## src/rtl/core/kbd_diff_pkg.sv

```systemverilog
// ----------------------------------------------------------------------------
// kbd_diff_pkg
// Shared types and constants of the keyboard report key differ.
// ----------------------------------------------------------------------------
`timescale 1ns / 1ps
`default_nettype none

package kbd_diff_pkg;

	localparam int KEY_SLOTS = 6;
	localparam int MAX_SLOTS = 6;
	localparam int SLOTS     = (KEY_SLOTS < 1) ? 1 :
	                           ((KEY_SLOTS > MAX_SLOTS) ? MAX_SLOTS : KEY_SLOTS);
	localparam int KEY_W     = 8;
	localparam int LIST_W    = MAX_SLOTS * KEY_W;
	localparam int CNT_W     = $clog2(MAX_SLOTS + 1);
	localparam int IDX_W     = $clog2(MAX_SLOTS);

	localparam logic [KEY_W-1:0] ROLLOVER_CODE = 8'h01;
	localparam logic [KEY_W-1:0] EMPTY_CODE    = 8'h00;

	typedef logic [KEY_W-1:0] key_t;
	typedef key_t [SLOTS-1:0] key_set_t;

	typedef struct packed {
		logic pressed;
		logic released;
	} lane_flags_t;

	typedef lane_flags_t [SLOTS-1:0] lane_flags_set_t;

	typedef struct packed {
		logic [LIST_W-1:0] pressed_list;
		logic [CNT_W-1:0]  pressed_count;
		logic [LIST_W-1:0] released_list;
		logic [CNT_W-1:0]  released_count;
		logic              rollover_seen;
	} result_t;

endpackage

`default_nettype wire

```

## src/rtl/core/kbd_diff_if.sv

```systemverilog
// ----------------------------------------------------------------------------
// kbd_diff_if
// Valid/ready channels for report items and diff result items.
// ----------------------------------------------------------------------------
`timescale 1ns / 1ps
`default_nettype none

interface kbd_diff_in_if;
	logic       valid;
	logic       ready;
	logic [7:0] key_slot_0;
	logic [7:0] key_slot_1;
	logic [7:0] key_slot_2;
	logic [7:0] key_slot_3;
	logic [7:0] key_slot_4;
	logic [7:0] key_slot_5;

	modport source (
		output valid, key_slot_0, key_slot_1, key_slot_2,
		       key_slot_3, key_slot_4, key_slot_5,
		input  ready
	);
	modport sink (
		input  valid, key_slot_0, key_slot_1, key_slot_2,
		       key_slot_3, key_slot_4, key_slot_5,
		output ready
	);
endinterface

interface kbd_diff_out_if;
	logic        valid;
	logic        ready;
	logic [47:0] pressed_list;
	logic [2:0]  pressed_count;
	logic [47:0] released_list;
	logic [2:0]  released_count;
	logic        rollover_seen;

	modport source (
		output valid, pressed_list, pressed_count, released_list,
		       released_count, rollover_seen,
		input  ready
	);
	modport sink (
		input  valid, pressed_list, pressed_count, released_list,
		       released_count, rollover_seen,
		output ready
	);
endinterface

`default_nettype wire

```

## src/rtl/core/kbd_diff_lane.sv

```systemverilog
// ----------------------------------------------------------------------------
// kbd_diff_lane
// One slot lane: tests its new code against the old report and its old code
// against the new report.
// ----------------------------------------------------------------------------
`timescale 1ns / 1ps
`default_nettype none

module kbd_diff_lane
	import kbd_diff_pkg::*;
(
	input  key_t        cur_code,
	input  key_t        prev_code,
	input  key_set_t    cur_keys,
	input  key_set_t    prev_keys,
	output lane_flags_t flags
);

	logic in_prev;
	logic in_cur;

	always_comb begin
		in_prev = 1'b0;
		in_cur  = 1'b0;
		for (int j = 0; j < SLOTS; j++) begin
			if (prev_keys[j] == cur_code) begin
				in_prev = 1'b1;
			end
			if (cur_keys[j] == prev_code) begin
				in_cur = 1'b1;
			end
		end
		flags.pressed  = (cur_code != EMPTY_CODE) && !in_prev;
		flags.released = (prev_code != EMPTY_CODE) && !in_cur;
	end

endmodule

`default_nettype wire

```

## src/rtl/core/kbd_diff_merge.sv

```systemverilog
// ----------------------------------------------------------------------------
// kbd_diff_merge
// Packs the flagged codes of all lanes in slot order and counts them, or gives empty lists on rollover.
// ----------------------------------------------------------------------------
`timescale 1ns / 1ps
`default_nettype none

module kbd_diff_merge
	import kbd_diff_pkg::*;
(
	input  lane_flags_set_t flags,
	input  key_set_t        cur_keys,
	input  key_set_t        prev_keys,
	input  logic            rollover,
	output result_t         result
);

	key_t [MAX_SLOTS-1:0] p_bytes;
	key_t [MAX_SLOTS-1:0] r_bytes;
	logic [CNT_W-1:0]     p_pos;
	logic [CNT_W-1:0]     r_pos;

	always_comb begin
		p_bytes = '0;
		r_bytes = '0;
		p_pos   = '0;
		r_pos   = '0;
		for (int i = 0; i < SLOTS; i++) begin
			if (flags[i].pressed) begin
				p_bytes[p_pos[IDX_W-1:0]] = cur_keys[i];
				p_pos = p_pos + CNT_W'(1);
			end
			if (flags[i].released) begin
				r_bytes[r_pos[IDX_W-1:0]] = prev_keys[i];
				r_pos = r_pos + CNT_W'(1);
			end
		end
		if (rollover) begin
			result.pressed_list   = '0;
			result.pressed_count  = '0;
			result.released_list  = '0;
			result.released_count = '0;
			result.rollover_seen  = 1'b1;
		end else begin
			result.pressed_list   = p_bytes;
			result.pressed_count  = p_pos;
			result.released_list  = r_bytes;
			result.released_count = r_pos;
			result.rollover_seen  = 1'b0;
		end
	end

endmodule

`default_nettype wire

```

## src/rtl/core/keyboard_report_key_diff.sv

```systemverilog
// ----------------------------------------------------------------------------
// keyboard_report_key_diff
// Press/release differ for boot keyboard reports, one lane per key slot.
//
//   channel  | dir | contents
//   ---------+-----+----------------------------------------------------------
//   report   | in  | key_slot_0 .. key_slot_5
//   result   | out | pressed_list/count, released_list/count, rollover_seen
//
// one item per cycle while report.ready is high; each result is registered
// the lane compare matrix and packing settle in the cycle of acceptance
// arst_n clears the stored report to all empty slots and drops both valids
// an output register plus a skid register keep report.ready high through one
// stalled result; ready falls only once both hold an item
// ----------------------------------------------------------------------------
`timescale 1ns / 1ps
`default_nettype none

module keyboard_report_key_diff
	import kbd_diff_pkg::*;
(
	input  wire logic     clk,
	input  wire logic     arst_n,
	kbd_diff_in_if.sink   report,
	kbd_diff_out_if.source result
);

	key_t [MAX_SLOTS-1:0] slot_codes;
	key_set_t             cur_keys;
	key_set_t             prev_keys_q;
	lane_flags_set_t      lane_flags;
	logic                 rollover;
	logic                 accept;
	result_t              diff;
	result_t              out_q;
	result_t              skid_q;
	logic                 out_valid_q;
	logic                 skid_valid_q;

	assign slot_codes = {report.key_slot_5, report.key_slot_4, report.key_slot_3,
	                     report.key_slot_2, report.key_slot_1, report.key_slot_0};

	always_comb begin
		rollover = 1'b1;
		for (int i = 0; i < SLOTS; i++) begin
			cur_keys[i] = slot_codes[i];
			if (slot_codes[i] != ROLLOVER_CODE) begin
				rollover = 1'b0;
			end
		end
	end

	for (genvar g = 0; g < SLOTS; g++) begin : g_lane
		kbd_diff_lane u_lane (
			.cur_code  (cur_keys[g]),
			.prev_code (prev_keys_q[g]),
			.cur_keys  (cur_keys),
			.prev_keys (prev_keys_q),
			.flags     (lane_flags[g])
		);
	end

	kbd_diff_merge u_merge (
		.flags     (lane_flags),
		.cur_keys  (cur_keys),
		.prev_keys (prev_keys_q),
		.rollover  (rollover),
		.result    (diff)
	);

	assign report.ready = !skid_valid_q;
	assign accept       = report.valid && report.ready;

	// stored report
	always_ff @(posedge clk or negedge arst_n) begin
		if (!arst_n) begin
			prev_keys_q <= '0;
		end else if (accept && !rollover) begin
			prev_keys_q <= cur_keys;
		end
	end

	// output and skid control
	always_ff @(posedge clk or negedge arst_n) begin
		if (!arst_n) begin
			out_valid_q  <= 1'b0;
			skid_valid_q <= 1'b0;
		end else if (accept) begin
			if (out_valid_q && !result.ready) begin
				skid_valid_q <= 1'b1;
			end else begin
				out_valid_q <= 1'b1;
			end
		end else if (result.ready) begin
			if (skid_valid_q) begin
				skid_valid_q <= 1'b0;
			end else begin
				out_valid_q <= 1'b0;
			end
		end
	end

	// output and skid payload
	always_ff @(posedge clk) begin
		if (accept) begin
			if (out_valid_q && !result.ready) begin
				skid_q <= diff;
			end else begin
				out_q <= diff;
			end
		end else if (result.ready && skid_valid_q) begin
			out_q <= skid_q;
		end
	end

	assign result.valid          = out_valid_q;
	assign result.pressed_list   = out_q.pressed_list;
	assign result.pressed_count  = out_q.pressed_count;
	assign result.released_list  = out_q.released_list;
	assign result.released_count = out_q.released_count;
	assign result.rollover_seen  = out_q.rollover_seen;

	a_skid_needs_out: assert property (@(posedge clk) disable iff (!arst_n)
		skid_valid_q |-> out_valid_q)
		else $error("skid holds an item while output register is empty");

	a_rollover_empty: assert property (@(posedge clk) disable iff (!arst_n)
		(out_valid_q && out_q.rollover_seen) |->
		(out_q.pressed_count == '0 && out_q.released_count == '0))
		else $error("rollover result carries listed codes");

	a_rollover_keeps: assert property (@(posedge clk) disable iff (!arst_n)
		(accept && rollover) |=> $stable(prev_keys_q))
		else $error("rollover report changed the stored report");

	a_count_range: assert property (@(posedge clk) disable iff (!arst_n)
		out_valid_q |-> (out_q.pressed_count <= CNT_W'(SLOTS) &&
		out_q.released_count <= CNT_W'(SLOTS)))
		else $error("count exceeds number of slots");

endmodule

`default_nettype wire

```

## src/flat_wrapper.sv

```systemverilog
// flat-port wrapper written by rule: the top's interface ports become plain ports
module keyboard_report_key_diff_flat import kbd_diff_pkg::*;
  (clk, arst_n, report_valid, report_key_slot_0, report_key_slot_1, report_key_slot_2, report_key_slot_3, report_key_slot_4, report_key_slot_5, report_ready, result_valid, result_pressed_list, result_pressed_count, result_released_list, result_released_count, result_rollover_seen, result_ready);
  kbd_diff_in_if report_i ();
  kbd_diff_out_if result_i ();
  input  wire logic clk;
  input  wire logic arst_n;
  input wire logic [$bits(report_i.valid)-1:0] report_valid;
  input wire logic [$bits(report_i.key_slot_0)-1:0] report_key_slot_0;
  input wire logic [$bits(report_i.key_slot_1)-1:0] report_key_slot_1;
  input wire logic [$bits(report_i.key_slot_2)-1:0] report_key_slot_2;
  input wire logic [$bits(report_i.key_slot_3)-1:0] report_key_slot_3;
  input wire logic [$bits(report_i.key_slot_4)-1:0] report_key_slot_4;
  input wire logic [$bits(report_i.key_slot_5)-1:0] report_key_slot_5;
  output wire logic [$bits(report_i.ready)-1:0] report_ready;
  output wire logic [$bits(result_i.valid)-1:0] result_valid;
  output wire logic [$bits(result_i.pressed_list)-1:0] result_pressed_list;
  output wire logic [$bits(result_i.pressed_count)-1:0] result_pressed_count;
  output wire logic [$bits(result_i.released_list)-1:0] result_released_list;
  output wire logic [$bits(result_i.released_count)-1:0] result_released_count;
  output wire logic [$bits(result_i.rollover_seen)-1:0] result_rollover_seen;
  input wire logic [$bits(result_i.ready)-1:0] result_ready;
  assign report_i.valid = report_valid;
  assign report_i.key_slot_0 = report_key_slot_0;
  assign report_i.key_slot_1 = report_key_slot_1;
  assign report_i.key_slot_2 = report_key_slot_2;
  assign report_i.key_slot_3 = report_key_slot_3;
  assign report_i.key_slot_4 = report_key_slot_4;
  assign report_i.key_slot_5 = report_key_slot_5;
  assign report_ready = report_i.ready;
  assign result_valid = result_i.valid;
  assign result_pressed_list = result_i.pressed_list;
  assign result_pressed_count = result_i.pressed_count;
  assign result_released_list = result_i.released_list;
  assign result_released_count = result_i.released_count;
  assign result_rollover_seen = result_i.rollover_seen;
  assign result_i.ready = result_ready;
  keyboard_report_key_diff u_core (.clk(clk), .arst_n(arst_n), .report(report_i), .result(result_i));
endmodule
```

## config.mk

```make
export PLATFORM = sky130hd
export DESIGN_NAME = keyboard_report_key_diff_flat
export DESIGN_NICKNAME = d
export VERILOG_FILES = /design/src/rtl/core/kbd_diff_pkg.sv /design/src/rtl/core/kbd_diff_if.sv /design/src/rtl/core/kbd_diff_lane.sv /design/src/rtl/core/kbd_diff_merge.sv /design/src/rtl/core/keyboard_report_key_diff.sv /design/src/flat_wrapper.sv
export SDC_FILE = /design/constraint.sdc
export NUM_CORES = 1
export LEC_CHECK = 0
export BUFFER_PORTS_ARGS = -buffer_cell sky130_fd_sc_hd__buf_2
export CORE_MARGIN = 3
export CORE_UTILIZATION = 60
export CTS_CLUSTER_DIAMETER = 40
export CTS_CLUSTER_SIZE = 20
export DETAILED_ROUTE_END_ITERATION = 8
export PLACE_DENSITY_LB_ADDON = 0.1
export SYNTH_ARGS = -nofsm -noshare
export SYNTH_HDL_FRONTEND = slang
export SYNTH_HIERARCHICAL = 1
export SYNTH_SLANG_ARGS = --single-unit
```

## constraint.sdc

```tcl
create_clock -name clk -period 17.4 [get_ports clk]
set_input_delay 0.87 -clock clk [delete_from_list [all_inputs] [get_ports clk]]
set_output_delay 0.87 -clock clk [all_outputs]
set_load 0.05 [all_outputs]
```

==> impl_metrics.csv <==
group,metric,value,unit
run_status,outcome,"finished, final reports clean",
pwr,p_per_area,149,nW/um2
die,die_x,199,um
finish,fillers,2912,
clock_tree,clock_sinks,256,
timing,rsz0062_at_grt,"no",
timing,slew_headroom,16.5,%
timing,period_minus_slack,7.66,ns
timing,hold_viol,0,
finish,layout.cells.non_filler,2739,
logic_synthesis,synthArstFlopShare,19.5,%
pwr,seqPwrFrac,26.4,%
clock_tree,hold_buffers,0,
logic_synthesis,ys_seq_area_share,33.3,%
drt,routed_wl,76800,um
drt,wl_met3,9610,um
logic_synthesis,synth-seq-cells,256,
grt,grtUsageTotal,38.2,%
logic_synthesis,synth_nets,2218,
logic_synthesis,synthCells,2150,
pwr,p_sw,1.62,mW
drt,dr_wl_met2,32500,um
logic_synthesis,netlist_area,22400,um2
timing,fin_crit_sh,44.0,%
timing,max_freq,131,MHz
grt,grt_max_degree,65,
pwr,power.internal,2.02,mW
pwr,total_leakage_power,8.67,nW
drt,via_count,19000,
drt,dr.max_layer_used,"met4",
logic_synthesis,ys_warn_count,6,
finish,final_nets,2309,
pwr,swShare,44.5,%
worst_setup_path,critPathMaxFanout,19,
clock_tree,cts_root_buf,"clkbuf_16",
logic_synthesis,ys.flop_type,"edfxtp_1",
drt,met1Wirelength,29600,um
flow_run,drv_cap,0,
worst_setup_path,crit_path_end_kind,"flip-flop",
clock_tree,cts_max_path_buffers,3,
timing,worst_slew_pin_slew,1.25,ns
die,core,36700,um2
clock_tree,post_cts_buffers,0,
clock_tree,numCtsBuffers,39,
clock_tree,clkLatencyLatePin,0.58,ns
die,num_io_pins,157,
timing,slew_violations,0,
die,initial_core_util,60.9,%
finish,diodes,0,
pwr,pwr-share-clk,22.2,%
timing,finalClockSkew,0.0235,ns
worst_setup_path,arrival,7.98,ns
timing,setup_viol,0,
logic_synthesis,synth.distinct_cells,77,
placement,dp_cells,2668,
grt,antenna_found_initial,0,
clock_tree,clk_pin_slew_worst_paths,0.06,ns
worst_setup_path,critPathRequiredTime,17.73,ns
placement,place_congestion,0.967,
pwr,combPwrFrac,51.4,%
clock_tree,h-tree-depth,2,
drt,first_iter_violations,2683,
worst_setup_path,startpoint,"u_core/prev_keys_q[7]",
placement,hpwlAfterDp,46300,um
worst_setup_path,start_kind,"flip-flop",
finish,drive_gt1_share,23.3,%
grt,grt_pass1_vias,18500,
drt,wl_per_cell,28.1,um
clock_tree,cts_tree,"yes",
logic_synthesis,syn_avg_cell_area,10.4,um2
timing,timing.setup.tns,0,ns
grt,grt_pass1_wl,114000,um
timing,final.setup.worst_slack,9.74,ns
worst_hold_path,hp-class,"primary input to asynchronous set/reset pin",
drt,ant_nets,0,
placement,place_ws,9.65,ns
pwr,ir_worst_vdd,0.148,mV
grt,grt-ovfl-total,0,
clock_tree,cts_resized,0,
placement,portBuffers,156,
die,die_h,199,um
finish,syn_to_final_growth,8.77,%
drt,vias_per_cell,6.93,
logic_synthesis,synth_edf_count,206,
die,design.die.area,39600,um2
drt,drc,0,
worst_setup_path,reg2reg_from,"u_core/prev_keys_q[7]",
drt,firstDrtPassIters,6,
worst_setup_path,criticalPathCategory,"flip-flop to flip-flop",
die,rows,70,
[per-layer routing]
layer / track usage [%] / up-vias
li1: - / 8133
met1: 51.3 / 9032
met3: 8.38 / 371
met5: 0 / -
met4: 24.3 / 0
met2: 56.1 / 1458
[worst max-delay path, cell delays in order (launching register included)]
cell      delay [ns]
dfrtp_1         1.01
xor2_1          0.20
nor4_1          0.08
nand2_1         0.09
o21ai_2         0.06
nor4_2          0.85
clkinv_1        0.60
fa_1            1.13
inv_1           0.22
ha_1            0.33
nand2b_1        0.09
o31ai_1         0.09
buf_4           0.19
inv_1           0.31
ha_1            0.28
xnor3_1         0.41
o32a_2          0.31
or3b_1          0.62
mux2i_1         0.21
mux2_2          0.29
[state kept, by name (all words and copies together), names as in the netlist]
register and count:
u_core/result.rollover_seen 1, u_core/result.pressed_count 3, u_core/result.pressed_list 48, u_core/skid_q 103
u_core/result.released_list 48, u_core/prev_keys_q 48, u_core/skid_valid_q 1, u_core/result.released_count 3
u_core/result.valid 1
[cell usage after synthesis (all sizes together) (19+ instances only)]
| master | n | share of area, % |
|---|---|---|
| nor2 | 78 | 1.3 |
| nand3 | 49 | 1.1 |
| nor4 | 74 | 2.4 |
| a22oi | 32 | 1.1 |
| nand2 | 103 | 1.7 |
| a31oi | 40 | 1.1 |
| inv | 22 | 0.37 |
| a21oi | 22 | 0.49 |
| xnor2 | 492 | 19 |
| buf | 132 | 5.5 |
| a221oi | 40 | 1.6 |
| mux2 | 153 | 8.0 |
| nand4 | 127 | 3.9 |
| o31ai | 27 | 0.93 |
| o211ai | 19 | 0.64 |
| o21ai | 70 | 1.8 |
| clkbuf | 56 | 0.94 |
| dfrtp | 50 | 5.6 |
| mux2i | 57 | 2.6 |
| edfxtp | 206 | 28 |
| xor2 | 99 | 4.1 |
[cells by family (layout without fill, tap and decap cells)]
kind of cell	after synthesis	in the layout	share of synthesized area (%)
muxes	210	210	10.6
AOI/OAI and AO/OA	356	356	11.7
DFF	256	256	33.3
and+or+nand+nor	509	509	13.1
buffers and inverters	211	332	6.86
adders and majority gates	16	16	0.962
xor gates and xnor gates	592	592	23.5
[stage by stage]
| step | util, % | cell area (um2) | hold WS, ns | total power [mW] |
|---|---|---|---|---|
| floorplan | - | 22400 | 0.525 | 2.34 |
| global placement | 62.5 | 22900 | 0.519 | 2.73 |
| detailed placement | 62.5 | 22900 | 0.527 | 2.78 |
| CTS | 66.3 | 24300 | 0.471 | 3.60 |
| global route | 66.3 | 24300 | 0.523 | 3.78 |
| finish | 66.3 | 24300 | 0.457 | 3.63 |
[layout make-up]
class,instances,area (um2),share of cell area [%]
Clock buffer,42,1020,4.18
Clock inverter,29,359,1.48
Timing Repair Buffer,238,1400,5.74
Multi-Input combinational cell,1683,13400,55.3
Inverter,23,86.3,0.355
Sequential cell,256,7440,30.6
Tap cell,468,586,2.41
[worst paths after layout]
check / endpoint / slack, ns / depth (start not counted)
hold reg to reg: u_core/result.released_list[33] / 0.54 / 1
max in group asynchronous: u_core/prev_keys_q[46] / 16.40 / 2
setup reg to reg: u_core/result.pressed_list[16] / 9.74 / 19
min in group clk: u_core/skid_valid_q / 0.53 / 2
setup / recovery: u_core/result.pressed_list[16] / 9.74 / 19
hold / removal: u_core/prev_keys_q[22] / 0.46 / 2
[cell usage in the layout, fill, tap and decap left out, drive strengths merged, types with 14 or more instances in the layout]
master     n
o31ai     27
xnor2    492
buf      238
o2bb2ai   16
a221oi    40
dfrtp     50
a211o     16
a21oi     22
xor2      99
nand4    127
o211ai    19
edfxtp   206
nor2      78
a22oi     32
mux2     153
inv       33
a22o      16
nor4      74
o21ai     70
and3      14
nand2    103
ha        14
a31oi     40
o221ai    16
nand3     49
mux2i     57
clkbuf    42
[power groups by stage]
stage	combinational, mW	clock, mW	sequential (mW)
global route	1.97	0.842	0.969
floorplan	1.11	0	1.23
CTS	1.82	0.820	0.956
finish	1.87	0.807	0.959
global placement	1.77	0	0.966
detailed placement	1.81	0	0.966
(Power assumes the default switching activity.)
